[src/rtl/hvn_pkg.sv]
// Heightmap vertex normal package: field widths, register indexes, operation codes
// and the read slot descriptor shared by the sequencer and the accumulator.
// No dependencies.
package hvn_pkg;

  localparam int SAMPLE_W = 16;
  localparam int IDX_W    = 8;
  localparam int Y_W      = 24;
  localparam int POS_W    = 27;
  localparam int NRM_W    = 46;
  localparam int NY_W     = 32;
  localparam int SUM_W    = 30;

  localparam int MSIZE_W  = 9;
  localparam int TILE_W   = 16;
  localparam int HALF_W   = 26;
  localparam int SCALE_W  = 16;
  localparam int CFG_IDX_W  = 8;
  localparam int CFG_DATA_W = 32;

  localparam logic [CFG_IDX_W-1:0] CFG_MAP_SIZE     = 8'd0;
  localparam logic [CFG_IDX_W-1:0] CFG_TILE_SIZE    = 8'd1;
  localparam logic [CFG_IDX_W-1:0] CFG_HALF_EXTENT  = 8'd2;
  localparam logic [CFG_IDX_W-1:0] CFG_HEIGHT_SCALE = 8'd3;

  localparam logic [MSIZE_W-1:0] RST_MAP_SIZE     = 9'd256;
  localparam logic [TILE_W-1:0]  RST_TILE_SIZE    = 16'd256;
  localparam logic [HALF_W-1:0]  RST_HALF_EXTENT  = 26'd32640;
  localparam logic [SCALE_W-1:0] RST_HEIGHT_SCALE = 16'd256;

  localparam logic FUNC_WRITE = 1'b0;
  localparam logic FUNC_QUERY = 1'b1;

  // One neighbour read: position in the 3x3 window around the queried vertex.
  typedef struct packed {
    logic       clear;
    logic       valid;
    logic       in_map;
    logic [1:0] gc;
    logic [1:0] gr;
  } slot_t;

endpackage

[src/rtl/hvn_accum.sv]
// Height scaling and normal accumulation over the 3x3 neighbour window.
// Depends on hvn_pkg; fed by the read data of hvn_ram.
module hvn_accum (
  input  logic                              clk,
  input  logic                              rst,
  input  hvn_pkg::slot_t                    slot,
  input  logic [hvn_pkg::SAMPLE_W-1:0]      rdata,
  input  logic [hvn_pkg::SCALE_W-1:0]       scale,
  input  logic [3:0]                        quad_valid,
  output logic signed [hvn_pkg::SUM_W-1:0]  sum_x,
  output logic signed [hvn_pkg::SUM_W-1:0]  sum_z,
  output logic [hvn_pkg::Y_W-1:0]           center_y,
  output logic                              busy
);

  // Weight of a window vertex in the x sum: +1 per valid quad where it sits
  // in the left column, -1 where it sits in the right column.
  function automatic logic signed [2:0] coef_x(input logic [1:0] gc, input logic [1:0] gr,
                                               input logic [3:0] qv);
    logic signed [2:0] c;
    logic [1:0] qc;
    logic [1:0] qr;
    c = '0;
    for (int q = 0; q < 4; q++) begin
      qc = {1'b0, 1'(q)};
      qr = {1'b0, 1'(q >> 1)};
      if (qv[q] && (gc == qc || gc == qc + 2'd1) && (gr == qr || gr == qr + 2'd1)) begin
        c = (gc == qc) ? c + 3'sd1 : c - 3'sd1;
      end
    end
    return c;
  endfunction

  // Same for z: top row counts +1, bottom row -1.
  function automatic logic signed [2:0] coef_z(input logic [1:0] gc, input logic [1:0] gr,
                                               input logic [3:0] qv);
    logic signed [2:0] c;
    logic [1:0] qc;
    logic [1:0] qr;
    c = '0;
    for (int q = 0; q < 4; q++) begin
      qc = {1'b0, 1'(q)};
      qr = {1'b0, 1'(q >> 1)};
      if (qv[q] && (gc == qc || gc == qc + 2'd1) && (gr == qr || gr == qr + 2'd1)) begin
        c = (gr == qr) ? c + 3'sd1 : c - 3'sd1;
      end
    end
    return c;
  endfunction

  function automatic logic signed [hvn_pkg::SUM_W-1:0] weigh(input logic signed [2:0] c,
                                                           input logic [hvn_pkg::Y_W-1:0] y);
    logic signed [hvn_pkg::SUM_W-1:0] ys;
    logic signed [hvn_pkg::SUM_W-1:0] r;
    ys = $signed(hvn_pkg::SUM_W'(y));
    case (c)
      3'sd1:    r = ys;
      3'sd2:    r = ys <<< 1;
      -3'sd1:   r = -ys;
      -3'sd2:   r = -(ys <<< 1);
      default:  r = '0;
    endcase
    return r;
  endfunction

  logic                    tag_valid;
  logic                    tag_in_map;
  logic [1:0]              tag_gc;
  logic [1:0]              tag_gr;
  logic                    y_valid;
  logic [1:0]              y_gc;
  logic [1:0]              y_gr;
  logic [hvn_pkg::Y_W-1:0] y;
  logic [31:0]             prod;

  assign prod = 32'(rdata) * 32'(scale);
  assign busy = tag_valid | y_valid;

  always_ff @(posedge clk) begin
    if (rst) begin
      tag_valid <= 1'b0;
      y_valid   <= 1'b0;
    end else begin
      tag_valid <= slot.valid;
      y_valid   <= tag_valid;
    end
  end

  always_ff @(posedge clk) begin
    tag_in_map <= slot.in_map;
    tag_gc     <= slot.gc;
    tag_gr     <= slot.gr;
    y          <= tag_in_map ? prod[31:8] : '0;
    y_gc       <= tag_gc;
    y_gr       <= tag_gr;
    if (slot.clear) begin
      sum_x <= '0;
      sum_z <= '0;
    end else if (y_valid) begin
      sum_x <= sum_x + weigh(coef_x(y_gc, y_gr, quad_valid), y);
      sum_z <= sum_z + weigh(coef_z(y_gc, y_gr, quad_valid), y);
    end
    if (y_valid && y_gc == 2'd1 && y_gr == 2'd1) begin
      center_y <= y;
    end
  end

endmodule

[config.mk]
export PLATFORM = sky130hd
export DESIGN_NAME = hvn_accum
export DESIGN_NICKNAME = d
export VERILOG_FILES = /design/src/rtl/hvn_pkg.sv /design/src/rtl/hvn_accum.sv
export SDC_FILE = /design/constraint.sdc
export NUM_CORES = 1
export LEC_CHECK = 0
export BUFFER_PORTS_ARGS = -buffer_cell sky130_fd_sc_hd__buf_4
export CAP_MARGIN = 10
export CORE_ASPECT_RATIO = 0.7
export CORE_MARGIN = 2
export CORE_UTILIZATION = 29
export CTS_CLUSTER_DIAMETER = 200
export CTS_CLUSTER_SIZE = 28
export DETAILED_ROUTE_END_ITERATION = 6
export PLACE_DENSITY = 0.4
export RECOVER_POWER = 50
export SKIP_LAST_GASP = 1
export SLEW_MARGIN = 30
export SYNTH_ARGS = -nofsm -noshare
export SYNTH_HDL_FRONTEND = slang
export SYNTH_SLANG_ARGS = --single-unit
[constraint.sdc]
create_clock -name clk -period 10.6 [get_ports clk]
set_clock_uncertainty 0.2 [all_clocks]
set_input_delay 2.12 -clock clk [delete_from_list [all_inputs] [get_ports clk]]
set_output_delay 2.12 -clock clk [all_outputs]
set_load 0.05 [all_outputs]
* Word level (Yosys, flattened, before mapping)
Cells that the tools add are included.
** Word-level totals
- Register bits after elaboration :: 119
- Input port bits :: 45
- Output and inout port bits :: 85
** Operators by class
- $add $sub $neg :: 16
- Multipliers :: 1
- Equality and inequality tests :: 12
- Mux-type cells :: 38
- Bitwise gates (word level) :: 1
- Reduce and logical (&&, ||, !) cells :: 16
** Operator list (number)
- 30-bit one-hot mux with 4 select lines :: 2
- 30-bit two-way mux :: 4
- 3-bit two-way mux :: 32
- 30-bit adder :: 2
- 16-bit by 16-bit multiplier with 32-bit output :: 1
- 24-bit negator with 30-bit output :: 1
- 25-bit negator with 30-bit output :: 1
- 3-bit by 2-bit adder with 3-bit output (second input constant) :: 6
- 3-bit by 2-bit subtractor with 3-bit output (second input constant) :: 6
- 3-bit == test (second input constant) :: 4
- 1-bit logical AND :: 10
- 3-bit by 1-bit == test with 1-bit output (second input constant) :: 2
- 3-bit by 2-bit == test with 1-bit output (second input constant) :: 2
- 2-bit by 1-bit == test with 1-bit output (second input constant) :: 2
- 2-bit == test (second input constant) :: 2
- 2-bit logical NOT :: 2
- 1-bit logical OR :: 4
- 1-bit bitwise OR :: 1

* Logic depth before layout (Yosys ltp)
- Depth after elaboration :: 27
- Depth in mapped cells :: 33

* Worst setup path after synthesis
Ideal clock, no wire load.
- Path type :: input to register
- From :: input port quad_valid[0]
- To :: register sum_x[29] in the netlist's numbering
- Setup time :: 0.121 ns
- Arrival :: 8.366 ns
- Data required time :: 10.279 ns
- Path slack :: 1.912 ns
- Stages on the path :: 29
- Cell sequence :: nand2_1 -> nor3_1 -> fa_1 -> and2_1 -> nor2_1 -> fa_1 -> nand2_1 -> o31ai_1 -> fa_1 -> xnor2_1 -> nor2_1 -> xnor2_1 -> xor2_1 -> nor2_1 -> nand2_1 -> clkbuf_1 -> o21ai_0 -> nand2_1 -> o221ai_1 -> ha_1 -> and4_1 -> o211ai_1 -> or3_1 -> a21o_1 -> a2111oi_4 -> o311ai_1 -> a2111oi_0 -> a221o_1 -> mux2_4
** On the way
- Cells in the longest elaborated chain, start to end :: 25
** RTL lines
- start, declared :: line hvn_accum.sv:9 : input logic [3:0] quad_valid,
- 1-bit logical AND (*) (2 in a row) :: line hvn_accum.sv:27 : if (qv[q] && (gc == qc || gc == qc + 2'd1) && (gr == qr || gr == qr + 2'd1)) begin
- 3-bit two-way mux (*) :: line hvn_accum.sv:27
- 3-bit two-way mux (*) :: line hvn_accum.sv:99 : end else if (y_valid) begin
- 3-bit two-way mux (*) :: line hvn_accum.sv:96 : if (slot.clear) begin
- 3-bit by 2-bit subtractor with 3-bit output or 3-bit by 2-bit adder with 3-bit output (tied branches) :: line hvn_accum.sv:28 : c = (gc == qc) ? c + 3'sd1 : c - 3'sd1;
- 3-bit two-way mux :: line hvn_accum.sv:28
- 3-bit two-way mux (*) :: line hvn_accum.sv:27
- 3-bit two-way mux (*) :: line hvn_accum.sv:99
- [... 8 more ...]
- 3-bit two-way mux (*) :: line hvn_accum.sv:27
- 3-bit two-way mux (*) :: line hvn_accum.sv:99
- 3-bit two-way mux (*) :: line hvn_accum.sv:96
- 3-bit == test (tied with other cells) :: line hvn_accum.sv:56 : case (c)
- 30-bit one-hot mux with 4 select lines (*) :: line hvn_accum.sv:56
- 30-bit two-way mux (*) :: line hvn_accum.sv:99
- 30-bit two-way mux (*) :: line hvn_accum.sv:96
- 30-bit adder (*) :: line hvn_accum.sv:100 : sum_x <= sum_x + weigh(coef_x(y_gc, y_gr, quad_valid), y);
- end signal, assigned :: line hvn_accum.sv:100
- end, declared :: line hvn_accum.sv:10 : output logic signed [hvn_pkg::SUM_W-1:0] sum_x,
Every way passes the cells marked *; elsewhere a longest branch is shown, timed or not. The select of a mux whose other input is x is not followed.
A chain may end at the register's enable or synchronous reset.

* Final worst setup path
Same ends and word-level chain as after synthesis.

==> flow_summary.json <==
{
  "detailed_place.area_sq_um": 19100,
  "final_std_cell_area_no_fill_sq_um": 19500,
  "cellPowerDensity_nw_per_um2": 254,
  "drt-initial-drc-count": 1193,
  "layout_common_cells": "sky130_fd_sc_hd__nand2_1, sky130_fd_sc_hd__inv_1, sky130_fd_sc_hd__fa_1, sky130_fd_sc_hd__ha_1, sky130_fd_sc_hd__nor2_1",
  "crit_fanout": 27,
  "post-layout-total-power_uw": 4950,
  "crit_required_ns": 10.73,
  "grt.overflow.total": 0,
  "synth_top_cell_area_share": 0.230,
  "timing.critical_path.arrival_ns": 9.46,
  "yosysWarnings": 0,
  "timing.hold.worst.class": "flop to flop",
  "worstHoldEndpoint": "y_gr[0]$_DFF_P_",
  "first_pass_iters": 7,
  "cts-resized-gates": 0,
  "grt_pass1_wl_um": 92700,
  "cp-end-kind": "flop",
  "worst_r2r_path_depth": 31,
  "crit_path_top_delay_cell": "sky130_fd_sc_hd__nand2_1",
  "start_util": 0.293,
  "multiInputGateArea_sq_um": 13500,
  "final.min_clock_period_ns": 9.33,
  "insertedDiodeCount": 0,
  "netlist_instances": 2104,
  "finalHoldWorstSlack_ns": 0.136,
  "crit-reg2reg-launch": "y_gr[1]$_DFF_P_",
  "leak_uw": 0.00885,
  "slew_headroom": -0.545,
  "period_share": 0.880,
  "groute.layer.met2.usage": 0.251,
  "violated_checks": "capacitance limit, slew limit",
  "layout.nets": 2564,
  "postSynth.topFlopCell": "sky130_fd_sc_hd__dfxtp_1",
  "timing.hold.worst_path_depth": 0,
  "grt.busiest_layer": "met1",
  "crit_path_start_kind": "primary input",
  "routedWlPerCell_um": 19.9,
  "groute.usage.overall": 0.193,
  "outcome": "finished, violations left",
  "ctsHtreeMaxLevel": 4,
  "rsz0062_at_grt": "no",
  "synthDominantAreaCellType": "sky130_fd_sc_hd__fa_1",
  "drt-total-wl_um": 59200,
  "timing.critical_path.slowest_cell_delay_ns": 0.60,
  "skew_pair_late_insertion_delay_ns": 0.45,
  "setup_tns_ns": 0,
  "placedCellCount": 2942,
  "post_synth_num_cell_types": 84,
  "core_sq_um": 59800,
  "reg2reg_to": "sum_x[29]$_SDFFE_PP0P_",
  "worst_slew_pin_slew_ns": 2.32,
  "seqCellArea_sq_um": 2620,
  "area_delta_synth_final_pct": 11.5,
  "detail-route-antenna-nets": 0,
  "grtUsageMet3": 0.0307,
  "final_common_cell": "sky130_fd_sc_hd__nand2_1",
  "timing.setup.critical_path_class": "primary input to flop",
  "ys_seq_elements": 119,
  "route.detailed.drc": 0,
  "die_y_um": 209,
  "final_hold_viol_count": 0,
  "clock_tree_sinks": 119,
  "fp-row-count": 75,
  "placement.io_buffers": 129,
  "synth.avg_cell_area_sq_um": 8.31,
  "yosysSeqAreaShare": 0.150,
  "design.die.area_sq_um": 62300,
  "synthesis.area_sq_um": 17500,
  "num_vias": 15000,
  "count_of_flip_flops_with_a_built_in_enable_after_synthesis": 24,
  "setup_viol": 0,
  "floorplan.io_pins": 130,
  "routabilityCongestion": 0.874,
  "groute.layer.met1.usage": 0.327,
  "grt_pass1_vias": 14700,
  "fmaxAchievable_ghz": 0.107,
  "number_of_buffers_inserted_during_clock_tree_synthesis": 17,
  "layout.cells.non_filler": 2974,
  "cts_hold_buffers": 0,
  "detail_route.vias_per_cell": 5.05,
  "grt_antenna_before_repair": 1,
  "cts_post_setup_buffers_inserted": 0,
  "holdCritStartpoint": "tag_gr[0]$_DFF_P_",
  "slew_viol_final": 98,
  "ys_async_sr_fraction": 0,
  "hpwl_um": 46200,
  "cap_violations": 4,
  "dieWidth_um": 298,
  "vdd.ir_drop.worst_v": 0.000233,
  "final_layout_size_suffix_gt1_frac": 0.0628,
  "grt_start_max_net_pins": 42,
  "tritoncts": "built",
  "cts_clk_pin_slew_worst_paths_ns": 0.06,
  "filler_cell_count": 6420,
  "setup.reg_to_reg.worst_slack_ns": 2.06,
  "synth.top_cells.by_area": "sky130_fd_sc_hd__fa_1, sky130_fd_sc_hd__ha_1, sky130_fd_sc_hd__dfxtp_1",
  "cts_buffer_depth": 2,
  "synth_fp_nets": 2515,
  "clockRootBuffer": "sky130_fd_sc_hd__clkbuf_16"
}
-- report_power, final --
part | internal, uW | switching (uW) | total (uW)
registers | 546 | 182 | 728
logic | 1490 | 2120 | 3610
clock network | 371 | 246 | 617
total | 2410 | 2550 | 4950
-- state kept, by name, indices dropped and copies added, names as in the netlist --
name	flops
tag_in_map	1
center_y	24
y_gr	2
y_gc	2
y_valid	1
tag_valid	1
tag_gr	2
sum_z	30
sum_x	30
tag_gc	2
y	24
-- per-stage QoR --
step | utilization | setup slack, ns
floorplan | - | 1.91
global placement | 0.320 | 0.916
detailed placement | 0.320 | 0.886
CTS | 0.330 | 1.32
global route | 0.326 | 0.550
finish | 0.326 | 1.27
-- Yosys cell counts (24+ instances only) --
cell type                  number
sky130_fd_sc_hd__a21o_1        35
sky130_fd_sc_hd__nand2_1      293
sky130_fd_sc_hd__xor2_1        52
sky130_fd_sc_hd__edfxtp_1      24
sky130_fd_sc_hd__inv_1        264
sky130_fd_sc_hd__a21oi_1       72
sky130_fd_sc_hd__nor3_1        35
sky130_fd_sc_hd__o221ai_1      24
sky130_fd_sc_hd__nor2_1       145
sky130_fd_sc_hd__o21ai_0       93
sky130_fd_sc_hd__mux2i_1       29
sky130_fd_sc_hd__ha_1         165
sky130_fd_sc_hd__fa_1         201
sky130_fd_sc_hd__dfxtp_1       95
sky130_fd_sc_hd__and2_1       116
sky130_fd_sc_hd__clkbuf_1      86
sky130_fd_sc_hd__xnor2_1       59
-- critical path: cells and delay by family --
family          cells  cell delay (ns)
xor+xnor            3             0.60
simple gates       10             2.19
mux                 1             0.30
fa+ha+maj           4             1.71
compound gates     10             2.23
buf+inv             2             0.32
-- worst max path at each step --
stage / start / end / slack [ns] / cells after the start
2_1_floorplan: quad_valid[0] / sum_x[29]$_SDFFE_PP0P_ / 1.91 / 29
3_3_place_gp: quad_valid[0] / sum_z[27]$_SDFFE_PP0P_ / 0.92 / 27
3_5_place_dp: quad_valid[0] / sum_x[29]$_SDFFE_PP0P_ / 0.89 / 30
4_1_cts: quad_valid[0] / sum_x[29]$_SDFFE_PP0P_ / 1.32 / 30
5_1_grt: quad_valid[0] / sum_x[29]$_SDFFE_PP0P_ / 0.55 / 30
6_report: quad_valid[0] / sum_x[29]$_SDFFE_PP0P_ / 1.27 / 30
-- area by class of cell --
class,instances,area share
sequential,119,0.135
clock inverter,14,0.00898
tap,808,0.0519
inverter,265,0.0510
clock buffer,18,0.0220
multi-input combinational,1612,0.690
timing repair buffer,138,0.0418
-- cell families (layout without fill, tap and decap cells) --
group           count (synthesis)  after routing  synth area share
buf+inv                       373            435            0.0819
fa+ha+maj                     366            366             0.348
xor+xnor                      112            112            0.0569
compound gates                389            389             0.149
simple gates                  711            711             0.193
flops                         119            119             0.150
mux                            34             34            0.0208
-- layer usage --
layer | up-vias | wire [um]
met1 | 7435 | 33500
met2 | 447 | 21800
li1 | 7116 | -
met5 | - | 0
met3 | 32 | 3350
met4 | 0 | 525
Note: power is estimated with default switching activity, not from simulation.
